`src/hw/rtl/sdspi_pkg.sv`:
```
// ----------------------------------------------------------------------------
// SD SPI command engine package
// Shared types, command codes and frame helper for the SPI-mode command engine.
// ----------------------------------------------------------------------------
package sdspi_pkg;

	localparam logic [5:0] CMD_GO_IDLE  = 6'd0;
	localparam logic [5:0] CMD_SEND_IF  = 6'd8;
	localparam logic [5:0] CMD_STOP     = 6'd12;
	localparam logic [5:0] CMD_APP      = 6'd55;

	localparam logic [7:0] BYTE_IDLE    = 8'hFF;
	localparam logic [7:0] CRC_GO_IDLE  = 8'h95;
	localparam logic [7:0] CRC_SEND_IF  = 8'h87;
	localparam logic [7:0] CRC_DEFAULT  = 8'h01;
	localparam logic [7:0] FRAME_START  = 8'h40;
	localparam logic [3:0] FRAME_BYTES  = 4'd6;

	localparam logic [15:0] READY_TIMEOUT_RST = 16'd50000;

	localparam logic OP_START = 1'b0;
	localparam logic OP_RX    = 1'b1;

	typedef enum logic [7:0] {
		PH_IDLE    = 8'b0000_0001,
		PH_DESEL   = 8'b0000_0010,
		PH_SEL     = 8'b0000_0100,
		PH_WAIT    = 8'b0000_1000,
		PH_FRAME   = 8'b0001_0000,
		PH_DISCARD = 8'b0010_0000,
		PH_POLL    = 8'b0100_0000,
		PH_TODESEL = 8'b1000_0000
	} phase_t;

	typedef struct packed {
		phase_t      phase;
		logic [3:0]  byte_cnt;
		logic [15:0] ready_cnt;
		logic [5:0]  held_index;
		logic [31:0] held_arg;
		logic        prefix_pending;
		logic        select_level;
	} eng_state_t;

	typedef struct packed {
		logic        tx_valid;
		logic [7:0]  tx_byte;
		logic        chip_select;
		logic        done_res;
		logic [7:0]  response;
		logic        timed_out;
	} eng_result_t;

	function automatic logic [7:0] frame_byte(input logic [3:0] k, input logic [5:0] idx,
			input logic [31:0] arg);
		logic [7:0] b;
		case (k)
			4'd0: b = FRAME_START | {2'b00, idx};
			4'd1: b = arg[31:24];
			4'd2: b = arg[23:16];
			4'd3: b = arg[15:8];
			4'd4: b = arg[7:0];
			default: begin
				if (idx == CMD_GO_IDLE)
					b = CRC_GO_IDLE;
				else if (idx == CMD_SEND_IF)
					b = CRC_SEND_IF;
				else
					b = CRC_DEFAULT;
			end
		endcase
		return b;
	endfunction

endpackage

```
`src/hw/rtl/sdspi_step.sv`:
```
// ----------------------------------------------------------------------------
// SD SPI command engine step logic
// Next-state and result logic for one transaction item.
// ----------------------------------------------------------------------------
module sdspi_step import sdspi_pkg::*; #(
	parameter int RESPONSE_POLLS = 10
) (
	input  eng_state_t  st_q,
	input  logic        op,
	input  logic [5:0]  cmd_index,
	input  logic        app_command,
	input  logic [31:0] argument,
	input  logic [7:0]  rx_byte,
	input  logic [15:0] ready_timeout,
	output eng_state_t  st_d,
	output eng_result_t res,
	output logic        res_valid
);

	localparam logic [3:0] POLLS = 4'(RESPONSE_POLLS);

	logic [5:0]  cur_idx;
	logic [31:0] cur_arg;
	logic [3:0]  bc_inc;

	assign cur_idx = st_q.prefix_pending ? CMD_APP : st_q.held_index;
	assign cur_arg = st_q.prefix_pending ? 32'd0 : st_q.held_arg;
	assign bc_inc  = st_q.byte_cnt + 4'd1;

	always_comb begin
		st_d      = st_q;
		res       = '0;
		res_valid = 1'b0;
		if (op == OP_START) begin
			st_d.held_index     = cmd_index;
			st_d.prefix_pending = app_command;
			st_d.held_arg       = argument;
			st_d.phase          = PH_DESEL;
			st_d.byte_cnt       = '0;
			st_d.ready_cnt      = '0;
			st_d.select_level   = 1'b1;
			res_valid           = 1'b1;
			res.tx_valid        = 1'b1;
			res.tx_byte         = BYTE_IDLE;
			res.chip_select     = 1'b1;
		end else begin
			unique case (st_q.phase)
				PH_DESEL: begin
					st_d.phase        = PH_SEL;
					st_d.select_level = 1'b0;
					res_valid         = 1'b1;
					res.tx_valid      = 1'b1;
					res.tx_byte       = BYTE_IDLE;
					res.chip_select   = 1'b0;
				end
				PH_SEL: begin
					st_d.phase      = PH_WAIT;
					st_d.ready_cnt  = '0;
					res_valid       = 1'b1;
					res.tx_valid    = 1'b1;
					res.tx_byte     = BYTE_IDLE;
					res.chip_select = st_q.select_level;
				end
				PH_WAIT: begin
					res_valid       = 1'b1;
					res.tx_valid    = 1'b1;
					res.tx_byte     = BYTE_IDLE;
					res.chip_select = st_q.select_level;
					if (rx_byte == BYTE_IDLE) begin
						st_d.phase    = PH_FRAME;
						st_d.byte_cnt = '0;
						res.tx_byte   = frame_byte(4'd0, cur_idx, cur_arg);
					end else if (st_q.ready_cnt >= ready_timeout) begin
						st_d.phase        = PH_TODESEL;
						st_d.select_level = 1'b1;
						res.chip_select   = 1'b1;
					end else begin
						st_d.ready_cnt = st_q.ready_cnt + 16'd1;
					end
				end
				PH_FRAME: begin
					res_valid       = 1'b1;
					res.tx_valid    = 1'b1;
					res.chip_select = st_q.select_level;
					if (bc_inc < FRAME_BYTES) begin
						st_d.byte_cnt = bc_inc;
						res.tx_byte   = frame_byte(bc_inc, cur_idx, cur_arg);
					end else begin
						st_d.byte_cnt = '0;
						st_d.phase    = (cur_idx == CMD_STOP) ? PH_DISCARD : PH_POLL;
						res.tx_byte   = BYTE_IDLE;
					end
				end
				PH_DISCARD: begin
					st_d.phase      = PH_POLL;
					st_d.byte_cnt   = '0;
					res_valid       = 1'b1;
					res.tx_valid    = 1'b1;
					res.tx_byte     = BYTE_IDLE;
					res.chip_select = st_q.select_level;
				end
				PH_POLL: begin
					res_valid     = 1'b1;
					st_d.byte_cnt = bc_inc;
					if (rx_byte[7] && (bc_inc < POLLS)) begin
						res.tx_valid    = 1'b1;
						res.tx_byte     = BYTE_IDLE;
						res.chip_select = st_q.select_level;
					end else if (st_q.prefix_pending && (rx_byte <= 8'd1)) begin
						st_d.prefix_pending = 1'b0;
						st_d.phase          = PH_DESEL;
						st_d.byte_cnt       = '0;
						st_d.ready_cnt      = '0;
						st_d.select_level   = 1'b1;
						res.tx_valid        = 1'b1;
						res.tx_byte         = BYTE_IDLE;
						res.chip_select     = 1'b1;
					end else begin
						st_d.phase          = PH_IDLE;
						st_d.prefix_pending = 1'b0;
						st_d.byte_cnt       = '0;
						res.chip_select     = st_q.select_level;
						res.done_res        = 1'b1;
						res.response        = rx_byte;
					end
				end
				PH_TODESEL: begin
					st_d.phase          = PH_IDLE;
					st_d.prefix_pending = 1'b0;
					st_d.byte_cnt       = '0;
					res_valid           = 1'b1;
					res.chip_select     = st_q.select_level;
					res.done_res        = 1'b1;
					res.response        = BYTE_IDLE;
					res.timed_out       = 1'b1;
				end
				default: begin
					res_valid = 1'b0;
				end
			endcase
		end
	end

endmodule

```
`src/hw/rtl/sd_spi_command_engine_unit.sv`:
```
// An accepted transaction goes through the input register, then the result register.
// Throughput: one transaction per cycle while the output is not stalled; the next
// sequencer state is computed combinationally between the input and result registers.
// Reset: asynchronous, active low; engine idle, held chip select level deasserted,
// ready_timeout back to 50000. A received byte while idle yields no result.
// ----------------------------------------------------------------------------
// SD SPI command engine
// Host-side SPI-mode command transaction sequencer with input and result stages.
// ----------------------------------------------------------------------------
module sd_spi_command_engine_unit import sdspi_pkg::*; #(
	parameter int RESPONSE_POLLS = 10
) (
	input  logic        clk,
	input  logic        arst_n,
	input  logic        cfg_wr_en,
	input  logic [15:0] cfg_wr_data,
	input  logic        in_valid,
	output logic        in_stall,
	input  logic        cmd,
	input  logic [5:0]  cmd_index,
	input  logic        app_command,
	input  logic [31:0] argument,
	input  logic [7:0]  rx_byte,
	output logic        out_valid,
	input  logic        out_stall,
	output logic        tx_valid,
	output logic [7:0]  tx_byte,
	output logic        chip_select,
	output logic        done_res,
	output logic [7:0]  response,
	output logic        timed_out
);

	localparam eng_state_t STATE_RST = '{
		phase: PH_IDLE, byte_cnt: '0, ready_cnt: '0, held_index: '0,
		held_arg: '0, prefix_pending: 1'b0, select_level: 1'b1
	};

	logic        valid_s1;
	logic        cmd_s1;
	logic [5:0]  index_s1;
	logic        app_s1;
	logic [31:0] arg_s1;
	logic [7:0]  rx_s1;

	logic [15:0] ready_timeout_q;
	eng_state_t  st_q;
	eng_state_t  st_d;
	eng_result_t res;
	logic        res_valid;
	logic        adv;

	logic        out_valid_q;
	eng_result_t res_s2;

	assign adv      = !out_valid_q || !out_stall;
	assign in_stall = valid_s1 && !adv;

	always_ff @(posedge clk or negedge arst_n) begin
		if (!arst_n) begin
			valid_s1 <= 1'b0;
		end else if (!in_stall) begin
			valid_s1 <= in_valid;
		end
	end

	always_ff @(posedge clk) begin
		if (in_valid && !in_stall) begin
			cmd_s1   <= cmd;
			index_s1 <= cmd_index;
			app_s1   <= app_command;
			arg_s1   <= argument;
			rx_s1    <= rx_byte;
		end
	end

	always_ff @(posedge clk or negedge arst_n) begin
		if (!arst_n) begin
			ready_timeout_q <= READY_TIMEOUT_RST;
		end else if (cfg_wr_en) begin
			ready_timeout_q <= cfg_wr_data;
		end
	end

	sdspi_step #(
		.RESPONSE_POLLS(RESPONSE_POLLS)
	) u_step (
		.st_q          (st_q),
		.op            (cmd_s1),
		.cmd_index     (index_s1),
		.app_command   (app_s1),
		.argument      (arg_s1),
		.rx_byte       (rx_s1),
		.ready_timeout (ready_timeout_q),
		.st_d          (st_d),
		.res           (res),
		.res_valid     (res_valid)
	);

	always_ff @(posedge clk or negedge arst_n) begin
		if (!arst_n) begin
			st_q <= STATE_RST;
		end else if (valid_s1 && adv) begin
			st_q <= st_d;
		end
	end

	always_ff @(posedge clk or negedge arst_n) begin
		if (!arst_n) begin
			out_valid_q <= 1'b0;
		end else if (adv) begin
			out_valid_q <= valid_s1 && res_valid;
		end
	end

	always_ff @(posedge clk) begin
		if (adv && valid_s1 && res_valid) begin
			res_s2 <= res;
		end
	end

	assign out_valid   = out_valid_q;
	assign tx_valid    = res_s2.tx_valid;
	assign tx_byte     = res_s2.tx_byte;
	assign chip_select = res_s2.chip_select;
	assign done_res    = res_s2.done_res;
	assign response    = res_s2.response;
	assign timed_out   = res_s2.timed_out;

	a_done_no_tx: assert property (@(posedge clk) disable iff (!arst_n)
		out_valid && done_res |-> !tx_valid)
		else $error("finished transaction also requests a byte exchange");

	a_timeout_resp: assert property (@(posedge clk) disable iff (!arst_n)
		out_valid && timed_out |-> done_res && response == BYTE_IDLE)
		else $error("timeout result without 0xFF response");

	a_stall_cause: assert property (@(posedge clk) disable iff (!arst_n)
		in_stall |-> valid_s1 && out_valid_q && out_stall)
		else $error("input stalled without a blocked result");

	a_state_hold: assert property (@(posedge clk) disable iff (!arst_n)
		!valid_s1 |=> st_q == $past(st_q))
		else $error("engine state changed with no transaction in stage 1");

endmodule

```
`config.mk`:
```
export PLATFORM = sky130hd
export DESIGN_NAME = sd_spi_command_engine_unit
export DESIGN_NICKNAME = d
export VERILOG_FILES = /design/src/hw/rtl/sdspi_pkg.sv /design/src/hw/rtl/sdspi_step.sv /design/src/hw/rtl/sd_spi_command_engine_unit.sv
export SDC_FILE = /design/constraint.sdc
export NUM_CORES = 1
export LEC_CHECK = 0
export ABC_CLOCK_PERIOD_IN_PS = 5300
export BUFFER_PORTS_ARGS = -buffer_cell sky130_fd_sc_hd__buf_2
export CAP_MARGIN = 20
export CORE_UTILIZATION = 55
export CTS_CLUSTER_DIAMETER = 100
export DETAILED_ROUTE_END_ITERATION = 10
export PLACE_DENSITY = 0.72
export SLEW_MARGIN = 5
export SYNTH_ARGS = -nofsm -noshare
export SYNTH_HDL_FRONTEND = slang
export SYNTH_SLANG_ARGS = --single-unit
export TNS_END_PERCENT = 5
```
`constraint.sdc`:
```
create_clock -name clk -period 5.3 [get_ports clk]
set_clock_uncertainty 0.2 [all_clocks]
set_input_delay 1.06 -clock clk [delete_from_list [all_inputs] [get_ports clk]]
set_output_delay 1.06 -clock clk [all_outputs]
set_load 0.03 [all_outputs]
```
Word-level counts from Yosys, hierarchy flattened
Cells that the tools add are included.

Magnitude comparators: 4. Eq/ne operators: 26. Add/sub/neg operators: 2. Reduce and logical (&&, ||, !) cells: 24. Muxes and demuxes: 39. Bitwise logic cells: 1.

Operators by type and width (number): 28-bit 2-to-1 mux (2); 8-bit 2-to-1 mux (7); 8-bit case mux with 7 select lines (1); 16-bit 2-to-1 mux (3); 16-bit case mux with 3 select lines (1); 8-bit case mux with 5 select lines (1); 9-bit case mux with 4 select lines (1); 32-bit 2-to-1 mux (1); 9-bit 2-to-1 mux (3); 9-bit case mux with 2 select lines (1); 16-bit by 1-bit adder with 16-bit output (second input constant) (1); 8-bit equality test (second input constant) (2); 16-bit greater-or-equal comparator (1); 4-bit case mux with 4 select lines (1); 6-bit by 4-bit equality test with 1-bit output (second input constant) (2); 6-bit 2-to-1 mux (2); 3-bit != test (second input constant) (4); 10-bit 2-to-1 mux (1); 3-bit AND reduction (3); 4-bit by 2-bit equality test with 1-bit output (second input constant) (2); 8-bit by 2-bit equality test with 1-bit output (second input constant) (1); 8-bit by 3-bit equality test with 1-bit output (second input constant) (1); 8-bit by 4-bit equality test with 1-bit output (second input constant) (1); 8-bit by 5-bit equality test with 1-bit output (second input constant) (1); other kinds (33) (52).

Logic and storage cells: 117. Input port bits: 69. Bits in registers: 154. Output and inout bits: 22.

Longest topological paths before layout
Depth in word-level cells: 7. Mapped depth: 10. Mapped depth without buffers: 8.

By module
Synthesis repeated with hierarchy kept, for this count alone.

Cells, all modules: 702. Area total of the unflattened synthesis: 8304.2 um^2.

Modules (own cells, without submodules): sd_spi_command_engine_unit (area each 5362.6 um^2, cells an instance 256, sequential area each 4204.0 um^2, times used 1); sdspi_step (area each 2941.6 um^2, cells an instance 446, sequential area each 0.0 um^2, times used 1).

Worst setup path before layout
OpenSTA, ideal clock, no wires.

Kind: input to register. Start point: input out_stall. End point: register app_s1, enable pin. Cell stages on the path: 2. Setup time: 0.410 ns. Arrival: 2.321 ns. Slack: 2.368 ns. Buffers on the path: 0. Required time: 4.690 ns. Path through: nand3_1 and2_1.

Cells in the longest elaborated chain, start to end: 6.

Ends and longest elaborated chain: from (decl) (line sd_spi_command_engine_unit.sv:25) `input logic out_stall,`; 1-bit zero test (line sd_spi_command_engine_unit.sv:56) `assign adv = !out_valid_q || !out_stall;`; 1-bit logical OR (line sd_spi_command_engine_unit.sv:56); 1-bit zero test (line sd_spi_command_engine_unit.sv:57) `assign in_stall = valid_s1 && !adv;`; 1-bit logical AND (line sd_spi_command_engine_unit.sv:57); 1-bit zero test (line sd_spi_command_engine_unit.sv:68) `if (in_valid && !in_stall) begin`; 1-bit logical AND (line sd_spi_command_engine_unit.sv:68); to (signal assigned) (line sd_spi_command_engine_unit.sv:71) `app_s1 <= app_command;`; to (decl) (line sd_spi_command_engine_unit.sv:42) `logic app_s1;`.

No other way between the ends. A chain may end at the register's enable or synchronous reset.

Worst setup path in the final report
Start point: register ready_timeout_q[6]. End point: register, netlist name st_q[66].

Cells in the longest elaborated chain, start to end: 3.

Ends and longest elaborated chain: from (decl) (line sd_spi_command_engine_unit.sv:46) `logic [15:0] ready_timeout_q;`; from (signal assigned) (line sd_spi_command_engine_unit.sv:81) `ready_timeout_q <= cfg_wr_data;`; 16-bit greater-or-equal comparator (line sdspi_step.sv:73) `end else if (st_q.ready_cnt >= ready_timeout) begin`; 4-bit by 2-bit != test with 1-bit output (no line); 5-bit AND reduction (no line).

No other way between the ends.

==> key figures <==
Route
  – TritonRoute pass-1 iters: 5
  – DRT Wirelength: 15.67 mm
  – WL/cell: 17.57 um
  – Drt drc: 0
  – DR vias/cell: 5.926
  – Vias: 5286
  – Routed Antenna Nets: 0
  – Initial drt markers: 315

Timing
  – Tmin final: 3638 ps
  – Final Hold Viols: 0
  – WHS: 275.3 ps
  – Slew margin rel.: 31.92%
  – Tcrit/Tclk final: 68.65%
  – Worst-Margin Slew: 1017 ps
  – RSZ-0062 raised after global routing: no
  – Slew Viols, Final: 0
  – Setup violators final: 0
  – Setup TNS: 0 ps
  – Fmax: 274.9 MHz

CTS
  – Hold_buf cts: 0
  – Worst skew pair latency: 420 ps
  – Post-CTS sizing: 0
  – Num CTS Buffers: 17
  – Number of post-CTS setup repair buffers: 0
  – Depth of the CTS H-tree: 4
  – Clk buf depth: 2
  – Sink Count: 154
  – CTS root buf: clkbuf_16
  – Clk slew on worst S/H paths: 60 ps
  – CTS tree: done

Layout
  – Filler cells: 973
  – ANT cells: 0
  – Multi-input gate area: 2883 um2
  – P&R area growth vs syn: 15.98%
  – Register Area: 4204 um2
  – Post-route cell area: 8536 um2
  – Nets: 798
  – Layout cells sized above 1: 26.94%

Synthesis
  – Syn nets: 713
  – Post-synthesis sequential area ratio: 57.12%
  – Synth Register Bits: 154
  – Synth cell types: 78
  – Post-synth EDFFs: 68
  – Ys async rst share: 55.84%
  – Warnings from Yosys: 0
  – Top post-synthesis cells by area: edfxtp_1 28%, dfrtp_1 27%, mux2_2 6.7%
  – Synth area leader: edfxtp_1
  – Synth cell count leaders: 78 x dfrtp_1, 68 x edfxtp_1, 49 x nand2_1
  – Synth top area share: 27.75%
  – Syn Area/Cell: 11.83 um2
  – Most common cell in the netlist: dfrtp_1
  – Synthesized area: 7360 um2
  – Cells after Synth: 622
  – Ys flop type: dfrtp_1

Worst setup path
  – Critical Path AT: 3740 ps
  – Worst R2R Path Depth: 8
  – Crit-path max cell delay: 820 ps
  – Setup CP Type: reg2reg
  – Worst path cell trace: inv_1, ha_1, a41oi_1, o21ai_0, a2bb2oi_1, and3_1, a211oi_2, mux2_2
  – Slowest CP cell: a2bb2oi_1
  – Critical Path RT: 5410 ps
  – Crit end category: register
  – Setup crit start kind: register
  – CP Max Fanout: 16

Run status
  – Status: completed

Pwr
  – Power Dens Cells: 437.7 nW/um2
  – Worst vdd ir: 0.3712 mV
  – Pleak: 3.576 nW

Die
  – Height of the die: 117.7 um
  – Row Count: 41
  – Num ports: 91
  – Core area: 12820 um2
  – Die Wd: 117.7 um
  – Die Area: 13850 um2
  – Initial core utilization: 57.39%

Placement
  – Final RePlAce weighted congestion: 0.8669
  – IO Port Bufs: 90
  – Placed Area: 7924 um2
  – Detailed placement HPWL: 10.85 mm

Flow run
  – MaxCap Viol Count: 0

GRT
  – GRT Total Usage: 24.18%
  – First-pass GRT wire length: 26.50 mm
  – Vias in the first global route: 5415
  – GRT overflow: 0
  – Initial antenna violation count: 0
  – Pin count of the biggest net entering global routing: 55

Min path
  – Hold path cells: 1
  – Hold Path Class: reg2reg
## power by group
| part | internal, mW | switching, mW | leakage (nW) | total [mW] |
|---|---|---|---|---|
| Clock | 0.683 | 0.482 | 0.273 | 1.17 |
| Sequential | 1.55 | 0.173 | 1.71 | 1.72 |
| Combinational | 0.353 | 0.495 | 1.59 | 0.848 |
| Total | 2.59 | 1.15 | 3.58 | 3.74 |
## cells in the final DEF (no fill, tap or decap), types with 5 or more instances in the layout
| master | n |
|---|---|
| a21oi_1 | 20 |
| mux2_2 | 44 |
| nand4_1 | 18 |
| nor3_1 | 8 |
| nor2b_1 | 8 |
| o22ai_1 | 5 |
| nand3_1 | 10 |
| buf_4 | 5 |
| nand2b_1 | 5 |
| a31oi_1 | 12 |
| xor2_1 | 5 |
| nor4_1 | 5 |
| nand2_1 | 49 |
| a21o_1 | 14 |
| a41oi_1 | 6 |
| o21ai_0 | 44 |
| inv_1 | 36 |
| dfrtp_1 | 78 |
| nor2_1 | 22 |
| buf_2 | 89 |
| ha_1 | 22 |
| and3_1 | 7 |
| a222oi_1 | 5 |
| o211ai_1 | 8 |
| dfstp_2 | 8 |
| and2_1 | 5 |
| edfxtp_1 | 68 |
| clkbuf_16 | 18 |
## layout make-up
| cell class | count | share of cell area [%] |
|---|---|---|
| well taps | 172 | 2.521 |
| inverters | 37 | 1.627 |
| clock buffers | 22 | 5.453 |
| repair buffers | 96 | 6.127 |
| multi-input cells | 401 | 33.77 |
| flip-flops and latches | 154 | 49.25 |
| clock inverters | 10 | 1.246 |
## layer usage
| layer | wire (um) | vias up | track usage (%) |
|---|---|---|---|
| met5 | 0 | - | 0 |
| met3 | 724 | 32 | 5.523 |
| li1 | - | 2529 | - |
| met4 | 312 | 0 | 9.535 |
| met1 | 6836 | 2558 | 31.26 |
| met2 | 7798 | 167 | 39.52 |
## path summary, 6_finish.rpt
kind	start	endpoint	slack (ps)
max in group asynchronous	arst_n	st_q[9]	3490
min in group asynchronous	arst_n	ready_timeout_q[10]	380
max reg2reg	ready_timeout_q[6]	st_q[66]	1660
min	index_s1[5]	st_q[39]	280
max	ready_timeout_q[6]	st_q[66]	1660
min reg2reg	index_s1[5]	st_q[39]	280
## state kept, by name, summed over array words and instances, names as in the netlist
register / flops
response: 8
app_s1: 1
out_valid: 1
ready_timeout_q: 16
arg_s1: 32
done_res: 1
st_q: 68
chip_select: 1
timed_out: 1
cmd_s1: 1
tx_byte: 8
rx_s1: 8
index_s1: 6
valid_s1: 1
tx_valid: 1
## through the flow
stage	setup WS, ps	power, mW	utilization (%)	std cells
after CTS	1712	3.742	66.24	890
final	1662	3.736	66.56	892
after global placement	1815	2.538	61.79	858
after global routing	1383	3.918	66.56	892
after detailed placement	1747	2.572	61.79	858
after floorplan	2368	2.313	-	622
## worst max-delay path, delay by kind of cell, from the launching register on
family                     cells  cell delay [ps]
AOI/OAI and AO/OA              4             1420
buffers and inverters          1               50
and+or+nand+nor                1              690
adders and majority gates      1              330
DFF                            1              510
muxes                          1              330
## logic make-up after synthesis
group,count (synthesis),share of synthesized area [%]
and+or+nand+nor,169,12.82
AOI/OAI and AO/OA,159,14.89
adders and majority gates,22,3.740
buffers and inverters,67,3.825
DFF,154,57.12
muxes,46,7.004
xor gates and xnor gates,5,0.5950
No activity file was read; power rests on OpenSTA's default activity.
